==> src/rtl/core/sbv_pkg.sv <==
// ----------------------------------------------------------------------------
// sbv_pkg
// Shared types and constants of the segment versus box visibility test.
// ----------------------------------------------------------------------------
`default_nettype none

package sbv_pkg;

   // Default configuration of the block.
   localparam int DEF_MAX_BOXES  = 3;
   localparam int DEF_COORD_BITS = 11;

   // Configuration port geometry.
   localparam int CSR_INDEX_BITS = 2;
   localparam int COUNT_BITS     = 2;

   // The result carries one bit, padded to a byte.
   localparam int RSP_TDATA_BITS = 8;

   // Configuration register indexes.
   typedef enum logic [CSR_INDEX_BITS-1:0] {
      REG_OBSTACLE_COUNT = 2'd0,
      REG_BOX_ZERO       = 2'd1,
      REG_BOX_ONE        = 2'd2,
      REG_BOX_TWO        = 2'd3
   } csr_reg_type;

   // Shape of the segment, shared by every box lane.
   typedef struct packed {
      logic same_point;
      logic dx_zero;
      logic dy_zero;
   } seg_flags_type;

endpackage

`default_nettype wire

==> src/rtl/core/sbv_csr.sv <==
// ----------------------------------------------------------------------------
// sbv_csr
// Configuration registers: obstacle count and the packed box corners.
// ----------------------------------------------------------------------------
`default_nettype none

module sbv_csr #(
   parameter int MAX_BOXES  = sbv_pkg::DEF_MAX_BOXES,
   parameter int COORD_BITS = sbv_pkg::DEF_COORD_BITS
) (
   input  wire logic                                clock,
   input  wire logic                                reset,
   input  wire logic                                csr_we,
   input  wire logic [sbv_pkg::CSR_INDEX_BITS-1:0]  csr_index,
   input  wire logic [4*COORD_BITS-1:0]             csr_wdata,
   output logic      [MAX_BOXES-1:0][4*COORD_BITS-1:0] box,
   output logic      [MAX_BOXES-1:0]                box_en
);

   localparam int BOX_BITS = 4 * COORD_BITS;
   // Only three box registers exist in the register map.
   localparam int MAP_BOXES = 3;

   logic [sbv_pkg::COUNT_BITS-1:0] count_ff;
   logic [sbv_pkg::COUNT_BITS-1:0] count_in;
   logic [MAX_BOXES-1:0][BOX_BITS-1:0] box_ff;
   logic [MAX_BOXES-1:0][BOX_BITS-1:0] box_in;

   always_comb begin
      count_in = count_ff;
      box_in   = box_ff;
      if (csr_we) begin
         if (csr_index == sbv_pkg::REG_OBSTACLE_COUNT) begin
            count_in = csr_wdata[sbv_pkg::COUNT_BITS-1:0];
         end
         for (int k = 0; k < MAX_BOXES; k++) begin
            if (k < MAP_BOXES &&
                csr_index == sbv_pkg::CSR_INDEX_BITS'(int'(sbv_pkg::REG_BOX_ZERO) + k)) begin
               box_in[k] = csr_wdata;
            end
         end
      end
   end

   always_ff @(posedge clock) begin
      if (reset) begin
         count_ff <= '0;
         box_ff   <= '0;
      end else begin
         count_ff <= count_in;
         box_ff   <= box_in;
      end
   end

   // A lane takes part only while its box number is below the count.
   always_comb begin
      for (int k = 0; k < MAX_BOXES; k++) begin
         box_en[k] = (k < int'(count_ff));
      end
   end

   assign box = box_ff;

endmodule

`default_nettype wire

==> config.mk <==
export PLATFORM = sky130hd
export DESIGN_NAME = sbv_csr
export DESIGN_NICKNAME = d
export VERILOG_FILES = /design/src/rtl/core/sbv_pkg.sv /design/src/rtl/core/sbv_csr.sv
export SDC_FILE = /design/constraint.sdc
export NUM_CORES = 1
export LEC_CHECK = 0
export ABC_CLOCK_PERIOD_IN_PS = 2050
export BUFFER_PORTS_ARGS = -buffer_cell sky130_fd_sc_hd__buf_4
export CAP_MARGIN = 25
export CELL_PAD_IN_SITES_DETAIL_PLACEMENT = 0
export CELL_PAD_IN_SITES_GLOBAL_PLACEMENT = 1
export CORE_ASPECT_RATIO = 1.25
export CORE_MARGIN = 5
export CORE_UTILIZATION = 41
export DETAILED_ROUTE_END_ITERATION = 8
export GPL_ROUTABILITY_DRIVEN = 0
export GPL_TIMING_DRIVEN = 0
export PLACE_DENSITY = 0.85
export SYNTH_ARGS = -nofsm -noshare
export SYNTH_HDL_FRONTEND = slang
export SYNTH_SLANG_ARGS = --single-unit
==> constraint.sdc <==
create_clock -name clock -period 2.05 [get_ports clock]
set_input_delay 0.615 -clock clock [delete_from_list [all_inputs] [get_ports clock]]
set_output_delay 0.615 -clock clock [all_outputs]
set_load 0.02 [all_outputs]
==> key figures <==
Power
  – PwrDens: 873 nW/µm²
  – Leak: 3.72 nW
  – Peak supply drop: 520 µV
  – Total power: 0.00666 W

Floorplanning
  – CORE AREA: 13,100 µm²
  – Starting Density: 41.3%
  – Row count: 47
  – Die Width: 113 µm
  – I/O Pins: 184
  – Die Y-Extent: 139 µm
  – Die area: 15,600 µm²

Hold path
  – Hold WC Path Type: reg -> reg

Placement
  – Place WS: 388 ps
  – IO Port Bufs: 182
  – DP HPWL: 11,100 µm
  – Placed cell count: 842
  – Area after DPL: 7000 µm²

CTS
  – Hold buffers post-CTS: 0
  – Clock Tree Buf Depth: 2
  – Clock sinks: 134
  – # H-tree levels: 4
  – Post-CTS Setup Repair Bufs: 0
  – CTS root buf: clkbuf_16
  – Post-CTS resize count: 0
  – CTS buffer count: 17
  – Worst-path clk slew: 60 ps
  – Worst-Skew Late Latency: 400 ps
  – CTS tree: yes

STA
  – Unrepaired setup endpoints after global routing: no
  – Slew HR: 69.1%
  – Worst slew pin tran: 464 ps
  – Final hold vios: 0
  – Slew Limit Fails: 0
  – Fin Clk Skew: 0 ps
  – Setup TNS: 0 ps
  – Period utilization: 89.0%
  – Achievable Freq: 0.548 GHz
  – Final worst-path setup slack: 226 ps
  – Final min period: 1820 ps
  – Final setup violating endpoints: 0

Drt
  – Drt pass-1 iters: 4
  – Initial DRC Count: 114
  – DRC errors left: 0
  – ANT nets after route: 0
  – Vias per inst: 4.69
  – Drt wl/cell: 16.8 µm
  – DR vias: 4,098
  – Total length of routed wires: 14,700 µm

Final layout
  – Final net count: 739
  – Fin cells: 874
  – FILL cells: 1,127
  – Antenna cells: 0
  – Finished layout cell area: 7630 µm²
  – Share of cells above drive strength 1: 33.4%
  – Synth-to-layout area growth: 40.9%

Worst setup path
  – Max FO, Critical Path: 4
  – Delay-heaviest family, CP: flip-flops
  – WP data required: 1430 ps
  – Setup crit start kind: flip-flop
  – Crit path buf inv count: 1
  – Critical path arrival: 1210 ps
  – Slowest stage cell, crit path: dfxtp_1
  – Crit. End Element: primary output
  – Max incr delay on CP: 350 ps
  – CP cell instances: or2_2, buf_4
  – Worst setup path category: reg -> out

Logic synthesis
  – Synth warn: 0
  – Number of synthesized register bits: 134
  – Netlist cell types: 13
  – Mapped Nets: 538
  – Synth Area per Inst: 11.1 µm²
  – Mapped Cells: 489
  – Post-synthesis sequential area ratio: 49.5%
  – Post-Syn Area: 5420 µm²

Flow run
  – Max Cap Viol: 0

Global route
  – Busiest grt layer: met2
  – Met1 GRT Util: 20.3%
  – Initial antenna violation count: 0
  – GRT met3 Usage: 5.73%
  – M2 GR Usage: 33.7%
  – All-layer global routing usage: 18.7%
  – Pin count of the biggest net entering global routing: 17
  – Global-route wire length before repair: 23,100 µm
  – Gr ovfl total: 0
  – Vias in the first global route: 4,432

Status
  – Status: finished clean
## layer usage
| metal | vias up | part of all wire, % |
|---|---|---|
| met1 | 1947 | 39 |
| met2 | 114 | 53 |
| met5 | - | 0 |
| li1 | 2012 | - |
| met4 | 0 | 2.7 |
| met3 | 25 | 5.8 |
## cells in the mapped netlist
| library cell | count | area share, % |
|---|---|---|
| nand2b_1 | 178 | 21 |
| dfxtp_1 | 134 | 50 |
| mux2i_1 | 134 | 25 |
| clkbuf_1 | 14 | 0.97 |
| buf_2 | 8 | 0.74 |
| buf_6 | 8 | 1.7 |
| buf_4 | 5 | 0.69 |
| and3b_1 | 2 | 0.32 |
| nand3b_1 | 2 | 0.28 |
| and2_1 | 1 | 0.12 |
| nand3_1 | 1 | 0.092 |
| or2_2 | 1 | 0.12 |
| or3b_1 | 1 | 0.16 |
## state kept, by name (all words and copies together) (netlist names)
signal and flops:
count_ff 2, box 132
## final cells by class
| cell class | instances | area (µm²) | area share [%] |
|---|---|---|---|
| Clock buffer | 20 | 457 | 5.99 |
| Clock inverter | 12 | 176 | 2.31 |
| Timing Repair Buffer | 182 | 1370 | 17.9 |
| Tap cell | 171 | 214 | 2.80 |
| Multi-Input combinational cell | 320 | 2510 | 32.9 |
| Sequential cell | 134 | 2680 | 35.2 |
| Buffer | 35 | 220 | 2.89 |
## cells by family after synthesis
logic type    share of synthesized area, %
simple gates                          21.6
mux                                   24.8
flops                                 49.5
buf+inv                               4.07
## stage by stage
stage / util (%) / hold WS [ps]
2_1_floorplan: - / 455
3_5_place_dp: 53.4 / 466
6_report: 58.2 / 472
3_3_place_gp: 53.4 / 462
4_1_cts: 58.2 / 475
5_1_grt: 58.2 / 490
## where the power goes
part	internal, W	switching [W]
Sequential	0.00270	0.0000529
Combinational	0.000335	0.000356
Clock	0.00210	0.00112
Total	0.00513	0.00153
## path summary, 6_finish.rpt
kind,from,to,slack (ps),depth (start not counted)
min reg2reg,box[6],box[6],470,2
max reg2reg,count_ff[1],count_ff[1],1380,2
max,count_ff[1],box_en[0],230,2
min,box[6],box[6],470,2
## worst min-delay path, cell delays in order, from the launching register on
cell and delay [ps]:
dfxtp_1 310, nand2b_1 60, mux2i_1 60
## cells in the final DEF, fill, tap and decap left out
master,instances
and3b_1,2
dfxtp_1,134
or3b_1,1
clkinvlp_4,2
nand2b_1,178
clkbuf_8,2
buf_4,187
bufinv_16,4
nand3_1,1
nand3b_1,2
clkbuf_16,17
and2_1,1
or2_2,1
clkinv_4,3
clkinv_2,3
mux2i_1,134
buf_2,8
buf_6,8
clkbuf_1,15
Note: power is estimated with default switching activity, not from simulation.
