File: src/rtl/core/sbv_pkg.sv
// ----------------------------------------------------------------------------
// sbv_pkg
// Shared types and constants of the segment versus box visibility test.
// ----------------------------------------------------------------------------
`default_nettype none

package sbv_pkg;

   // Default configuration of the block.
   localparam int DEF_MAX_BOXES  = 3;
   localparam int DEF_COORD_BITS = 11;

   // Configuration port geometry.
   localparam int CSR_INDEX_BITS = 2;
   localparam int COUNT_BITS     = 2;

   // The result carries one bit, padded to a byte.
   localparam int RSP_TDATA_BITS = 8;

   // Configuration register indexes.
   typedef enum logic [CSR_INDEX_BITS-1:0] {
      REG_OBSTACLE_COUNT = 2'd0,
      REG_BOX_ZERO       = 2'd1,
      REG_BOX_ONE        = 2'd2,
      REG_BOX_TWO        = 2'd3
   } csr_reg_type;

   // Shape of the segment, shared by every box lane.
   typedef struct packed {
      logic same_point;
      logic dx_zero;
      logic dy_zero;
   } seg_flags_type;

endpackage

`default_nettype wire

File: src/rtl/core/sbv_box_lane.sv
// ----------------------------------------------------------------------------
// sbv_box_lane
// One obstacle box: registered cross products, then the edge decisions.
// ----------------------------------------------------------------------------
`default_nettype none

module sbv_box_lane #(
   parameter int COORD_BITS = sbv_pkg::DEF_COORD_BITS
) (
   input  wire logic                          clock,
   input  wire logic                          reset,
   input  wire logic                          load,
   input  wire logic signed [COORD_BITS-1:0]  ax,
   input  wire logic signed [COORD_BITS-1:0]  ay,
   input  wire logic signed [COORD_BITS-1:0]  bx,
   input  wire logic signed [COORD_BITS-1:0]  by,
   input  wire logic [4*COORD_BITS-1:0]       box,
   input  wire logic                          box_en,
   input  wire sbv_pkg::seg_flags_type        flags,
   output logic                               blocked
);

   localparam int D = COORD_BITS + 1;
   localparam int P = 2 * COORD_BITS + 2;

   logic signed [COORD_BITS-1:0] left, top, right, bottom;
   logic signed [COORD_BITS-1:0] lo_x, hi_x, lo_y, hi_y;
   logic signed [D-1:0] dx, dy, adx, ady, sdx, sdy;
   logic signed [D-1:0] lx, rx, ty, by_d;

   logic signed [P-1:0] p_sl_ff, p_sl_in, p_sr_ff, p_sr_in;
   logic signed [P-1:0] p_ta_ff, p_ta_in, p_ba_ff, p_ba_in;
   logic signed [P-1:0] p_st_ff, p_st_in, p_sb_ff, p_sb_in;
   logic signed [P-1:0] p_ld_ff, p_ld_in, p_rd_ff, p_rd_in;
   logic left_x_ff, left_x_in, right_x_ff, right_x_in;
   logic top_y_ff, top_y_in, bot_y_ff, bot_y_in;
   logic x_box_ff, x_box_in;
   logic en_ff;

   always_comb begin
      left   = $signed(box[COORD_BITS-1:0]);
      top    = $signed(box[2*COORD_BITS-1:COORD_BITS]);
      right  = $signed(box[3*COORD_BITS-1:2*COORD_BITS]);
      bottom = $signed(box[4*COORD_BITS-1:3*COORD_BITS]);

      lo_x = (ax < bx) ? ax : bx;
      hi_x = (ax < bx) ? bx : ax;
      lo_y = (ay < by) ? ay : by;
      hi_y = (ay < by) ? by : ay;

      dx   = D'(bx) - D'(ax);
      dy   = D'(by) - D'(ay);
      adx  = dx[D-1] ? -dx : dx;
      sdy  = dx[D-1] ? -dy : dy;
      ady  = dy[D-1] ? -dy : dy;
      sdx  = dy[D-1] ? -dx : dx;
      lx   = D'(left) - D'(ax);
      rx   = D'(right) - D'(ax);
      ty   = D'(top) - D'(ay);
      by_d = D'(bottom) - D'(ay);

      // Vertical edges: segment y at the edge, scaled by |dx|.
      p_sl_in = P'(sdy) * P'(lx);
      p_sr_in = P'(sdy) * P'(rx);
      p_ta_in = P'(ty) * P'(adx);
      p_ba_in = P'(by_d) * P'(adx);
      // Horizontal edges: segment x at the edge, scaled by |dy|.
      p_st_in = P'(sdx) * P'(ty);
      p_sb_in = P'(sdx) * P'(by_d);
      p_ld_in = P'(lx) * P'(ady);
      p_rd_in = P'(rx) * P'(ady);

      left_x_in  = (left >= lo_x) && (left <= hi_x);
      right_x_in = (right >= lo_x) && (right <= hi_x);
      top_y_in   = (top >= lo_y) && (top <= hi_y);
      bot_y_in   = (bottom >= lo_y) && (bottom <= hi_y);
      x_box_in   = (left <= ax) && (ax <= right);
   end

   always_ff @(posedge clock) begin
      if (reset) begin
         en_ff <= 1'b0;
      end else if (load) begin
         en_ff <= box_en;
      end
   end

   always_ff @(posedge clock) begin
      if (load) begin
         p_sl_ff    <= p_sl_in;
         p_sr_ff    <= p_sr_in;
         p_ta_ff    <= p_ta_in;
         p_ba_ff    <= p_ba_in;
         p_st_ff    <= p_st_in;
         p_sb_ff    <= p_sb_in;
         p_ld_ff    <= p_ld_in;
         p_rd_ff    <= p_rd_in;
         left_x_ff  <= left_x_in;
         right_x_ff <= right_x_in;
         top_y_ff   <= top_y_in;
         bot_y_ff   <= bot_y_in;
         x_box_ff   <= x_box_in;
      end
   end

   logic hit_vert, hit_left, hit_right, hit_top, hit_bot;

   always_comb begin
      hit_vert  = x_box_ff && (top_y_ff || bot_y_ff);
      hit_left  = left_x_ff && (p_ta_ff <= p_sl_ff) && (p_sl_ff <= p_ba_ff);
      hit_right = right_x_ff && (p_ta_ff <= p_sr_ff) && (p_sr_ff <= p_ba_ff);
      hit_top   = top_y_ff && (p_ld_ff <= p_st_ff) && (p_st_ff <= p_rd_ff);
      hit_bot   = bot_y_ff && (p_ld_ff <= p_sb_ff) && (p_sb_ff <= p_rd_ff);

      if (!en_ff) begin
         blocked = 1'b0;
      end else if (flags.dx_zero) begin
         blocked = hit_vert;
      end else begin
         // A horizontal segment never tests the top and bottom edges.
         blocked = hit_left || hit_right ||
                   (!flags.dy_zero && (hit_top || hit_bot));
      end
   end

endmodule

`default_nettype wire

File: config.mk
export PLATFORM = sky130hd
export DESIGN_NAME = sbv_box_lane
export DESIGN_NICKNAME = d
export VERILOG_FILES = /design/src/rtl/core/sbv_pkg.sv /design/src/rtl/core/sbv_box_lane.sv
export SDC_FILE = /design/constraint.sdc
export NUM_CORES = 2
export LEC_CHECK = 0
export BUFFER_PORTS_ARGS = -buffer_cell sky130_fd_sc_hd__buf_2
export CAP_MARGIN = 20
export CORE_UTILIZATION = 27
export DETAILED_ROUTE_END_ITERATION = 16
export PLACE_DENSITY = 0.46
export SLEW_MARGIN = 20
export SYNTH_ARGS = -nofsm -noshare
export SYNTH_HDL_FRONTEND = slang
export SYNTH_SLANG_ARGS = --single-unit
File: constraint.sdc
create_clock -name clock -period 10.33 [get_ports clock]
set_input_delay 2.066 -clock clock [delete_from_list [all_inputs] [get_ports clock]]
set_output_delay 2.066 -clock clock [all_outputs]
set_load 0.01 [all_outputs]
==> key figures <==
Status
  • Outcome: finished, final reports clean

Synth
  • Mux cell area share after synthesis: 0.921%
  • Post-synthesis simple-gate area fraction: 13.1%
  • Post-Synth Adder-Cell Area: 53.4%
  • Xor/xnor cell area share of the yosys netlist: 5.23%
  • Complex-gate fraction of the synthesized area: 6.88%
  • YS warnings: 0
  • #FFs+latches synth: 194
  • Number of enable flip-flop cells after synthesis: 193
  • Net count after synthesis: 8449
  • Seq/Total Area, Yosys: 9.79%
  • Largest family of logic cells by synthesized area: adder cells
  • Netlist Area Pre-Place: 0.0594 mm2
  • Post-synthesis cell count: 6484
  • Syn Area/Cell: 9.16 um2
  • Asr flop ratio synth: 0%
  • Cell variety after synth: 81
  • Ys flop type: edfxtp_1

Clocking
  • Root buffer cell: clkbuf_16
  • CTS clk-pin slew, worst paths: 0.10 ns
  • Post-CTS Hold Buffers: 0
  • CTS tree: built
  • # Post-CTS Setup Buffers: 0
  • H-tree level count: 4
  • Clk_lat worst skew: 0.53 ns
  • Clock sink count: 194
  • CTS Buf Count: 17
  • Clock Path Buffers: 2

Placed design
  • DPL Wire Length: 163 mm
  • Placed cell count: 9718
  • Cell Area, Placed: 0.0664 mm2
  • Port buffer count: 94
  • Placer Congestion: 0.904

Floorplan
  • I/O pin count: 96
  • Die area: 0.222 mm2
  • Die Span X: 471 um
  • Starting Density: 27.3%
  • DIE HEIGHT: 471 um
  • Row cnt: 171
  • Core ar.: 0.218 mm2

Finish
  • Area grow syn2layout: 13.0%
  • Fin area: 0.0671 mm2
  • Final std cells w/o fill: 9770
  • Share of layout cells above drive strength 1: 9.66%
  • Nets: 8848

Critical path
  • Max incr delay on CP: 0.54 ns
  • CP delay by family, top: adder cells
  • CP Capture Type: register
  • Startpoint class of the critical path: input port
  • Crit path kind: input port to register
  • CP bufs+invs: 7
  • Worst Path Required: 10.59 ns
  • Arr. time, crit path: 10.25 ns
  • Worst path slowest cell: fa_1
  • CP most frequent cell: fa_1
  • CP max FO: 3

Global routing
  • Gr usage total: 17.0%
  • Largest net degree at the start of global routing: 72
  • First-pass GRT wire length: 287 mm
  • Vias in the first global route: 47400
  • Initial antenna violation count: 7
  • Total grt overflow: 0

Route
  • Router iterations before antenna repair: 6
  • Via count: 44400
  • Final ANT Viol Nets: 0
  • Via/cell ratio: 4.55
  • Drt wl/cell: 19.0 um
  • Iteration-0 DRC Markers: 2627
  • Total wire length: 186 mm
  • Remaining DRCs: 0

Timing
  • Slew Limit Fails: 0
  • Slew HR: 20.0%
  • Final min period: 9.99 ns
  • Fmax: 100 MHz
  • Hold Fails Final Rpt: 0
  • Final setup vio count: 0
  • Unrepaired setup endpoints after global routing: false
  • Fin crit share: 96.7%
  • Worst slew pin tran: 1.19 ns
  • Clk_skew: 0 ns

Min path
  • Min-Delay Path Class: register to register

Flow run
  • Max-cap violations: 0
## layer usage
layer	share of wire, %	track usage (%)	wire (um)	up-vias
met4	2.7	4.47	4980	6
met1	46	23.6	86100	22500
met5	0.025	0	47	-
li1	-	-	-	20900
met2	46	27.8	85600	983
met3	4.9	2.24	9080	118
## synth_stat cells (6+ instances only)
cell type     n  area share (%)
inv_1      1516             9.6
fa_1       1110              37
ha_1        760              16
nand2_1     678             4.3
nor2_1      543             3.4
xnor2_1     236             3.5
edfxtp_1    193             9.8
a21oi_1     173             1.5
nand2b_1    135             1.4
clkbuf_1    108            0.68
o21ai_0     108            0.91
xor2_1       86             1.3
a21o_1       84             1.1
nand4_1      63            0.66
nor2b_1      63            0.66
nor3_1       59            0.50
o21a_1       51            0.64
mux2i_1      49            0.83
nand3_1      43            0.36
and2_1       39            0.41
buf_2        36            0.30
or3_1        28            0.30
a211oi_1     25            0.32
a31oi_1      21            0.22
or2_2        20            0.21
and3_1       19            0.20
o21bai_1     18            0.23
a21boi_0     15            0.19
o211ai_1     14            0.18
xnor2_2      13            0.36
a2111oi_0    12            0.18
o31ai_1      12            0.15
o31a_1       11            0.16
nor2_2        9           0.095
a31o_2        8            0.12
a211o_1       7            0.10
and4_1        7            0.10
nor4_1        7           0.074
o21ai_1       7           0.059
nand3b_1      6           0.076
o311ai_0      6           0.089
## cells by family after synthesis
group	after synthesis
simple gates	1733
xor+xnor	339
mux	54
fa+ha+maj	1870
buf+inv	1671
compound gates	623
flops	194
## stage by stage
stage | util, % | worst slack (ns) | TNS [ns] | hold slack [ns]
after floorplan | - | 0.733 | 0 | 0.460
after global placement | 30.5 | -0.185 | -0.243 | 0.673
after detailed placement | 30.5 | -0.197 | -0.493 | 0.682
after CTS | 30.8 | 0.363 | 0 | 0.696
after global routing | 30.8 | 0.0347 | 0 | 0.688
final | 30.8 | 0.340 | 0 | 0.669
## flip-flops by register name (all words and copies together), names as in the netlist
register	cells
bot_y_ff	1
p_sl_ff	23
p_ld_ff	24
p_sb_ff	23
p_rd_ff	23
p_st_ff	23
en_ff	1
p_sr_ff	24
p_ba_ff	24
top_y_ff	1
left_x_ff	1
x_box_ff	1
p_ta_ff	24
right_x_ff	1
## repair_timing
action,4_1_cts,5_1_grt
endpoints found under the hold margin,0,0
gates resized for setup,0,2
setup endpoints to repair,0,2
## cell type report
| class | instances | area, um2 |
|---|---|---|
| Clock buffer | 17 | 425 |
| Tap cell | 2854 | 3570 |
| Timing Repair Buffer | 533 | 3900 |
| Antenna cell | 20 | 50.0 |
| Clock inverter | 15 | 188 |
| Multi-Input combinational cell | 4619 | 47400 |
| Fill cell | 23100 | 151000 |
| Inverter | 1518 | 5700 |
| Sequential cell | 194 | 5820 |
## tightest hold or removal path: stages (launching register included)
cell and delay (ns):
dfxtp_1 0.42, mux2i_1 0.16, nor2_1 0.05
## worst paths after layout
| path | slack (ns) | depth (start not counted) | from | to |
|---|---|---|---|---|
| max | 0.34 | 31 | ax[0] | p_sb_ff[23] |
| min | 0.67 | 2 | en_ff | en_ff |
| max reg2reg | 9.53 | 2 | en_ff | en_ff |
| min reg2reg | 0.67 | 2 | en_ff | en_ff |
## cells in the final DEF (no fill, tap or decap), types with 93 or more instances in the layout
cell type  netlist  routed
edfxtp_1       193     193
nor2_1         543     543
nand2_1        678     678
inv_1         1516    1516
o21ai_0        108     108
nand2b_1       135     135
buf_2           36      93
xnor2_1        236     223
a21oi_1        173     173
ha_1           760     759
fa_1          1110    1110
buf_4            4     429
Power is left out: the tool's default activity adds up to more than one toggle a clock period on the data nets, which glitch-free logic cannot reach.
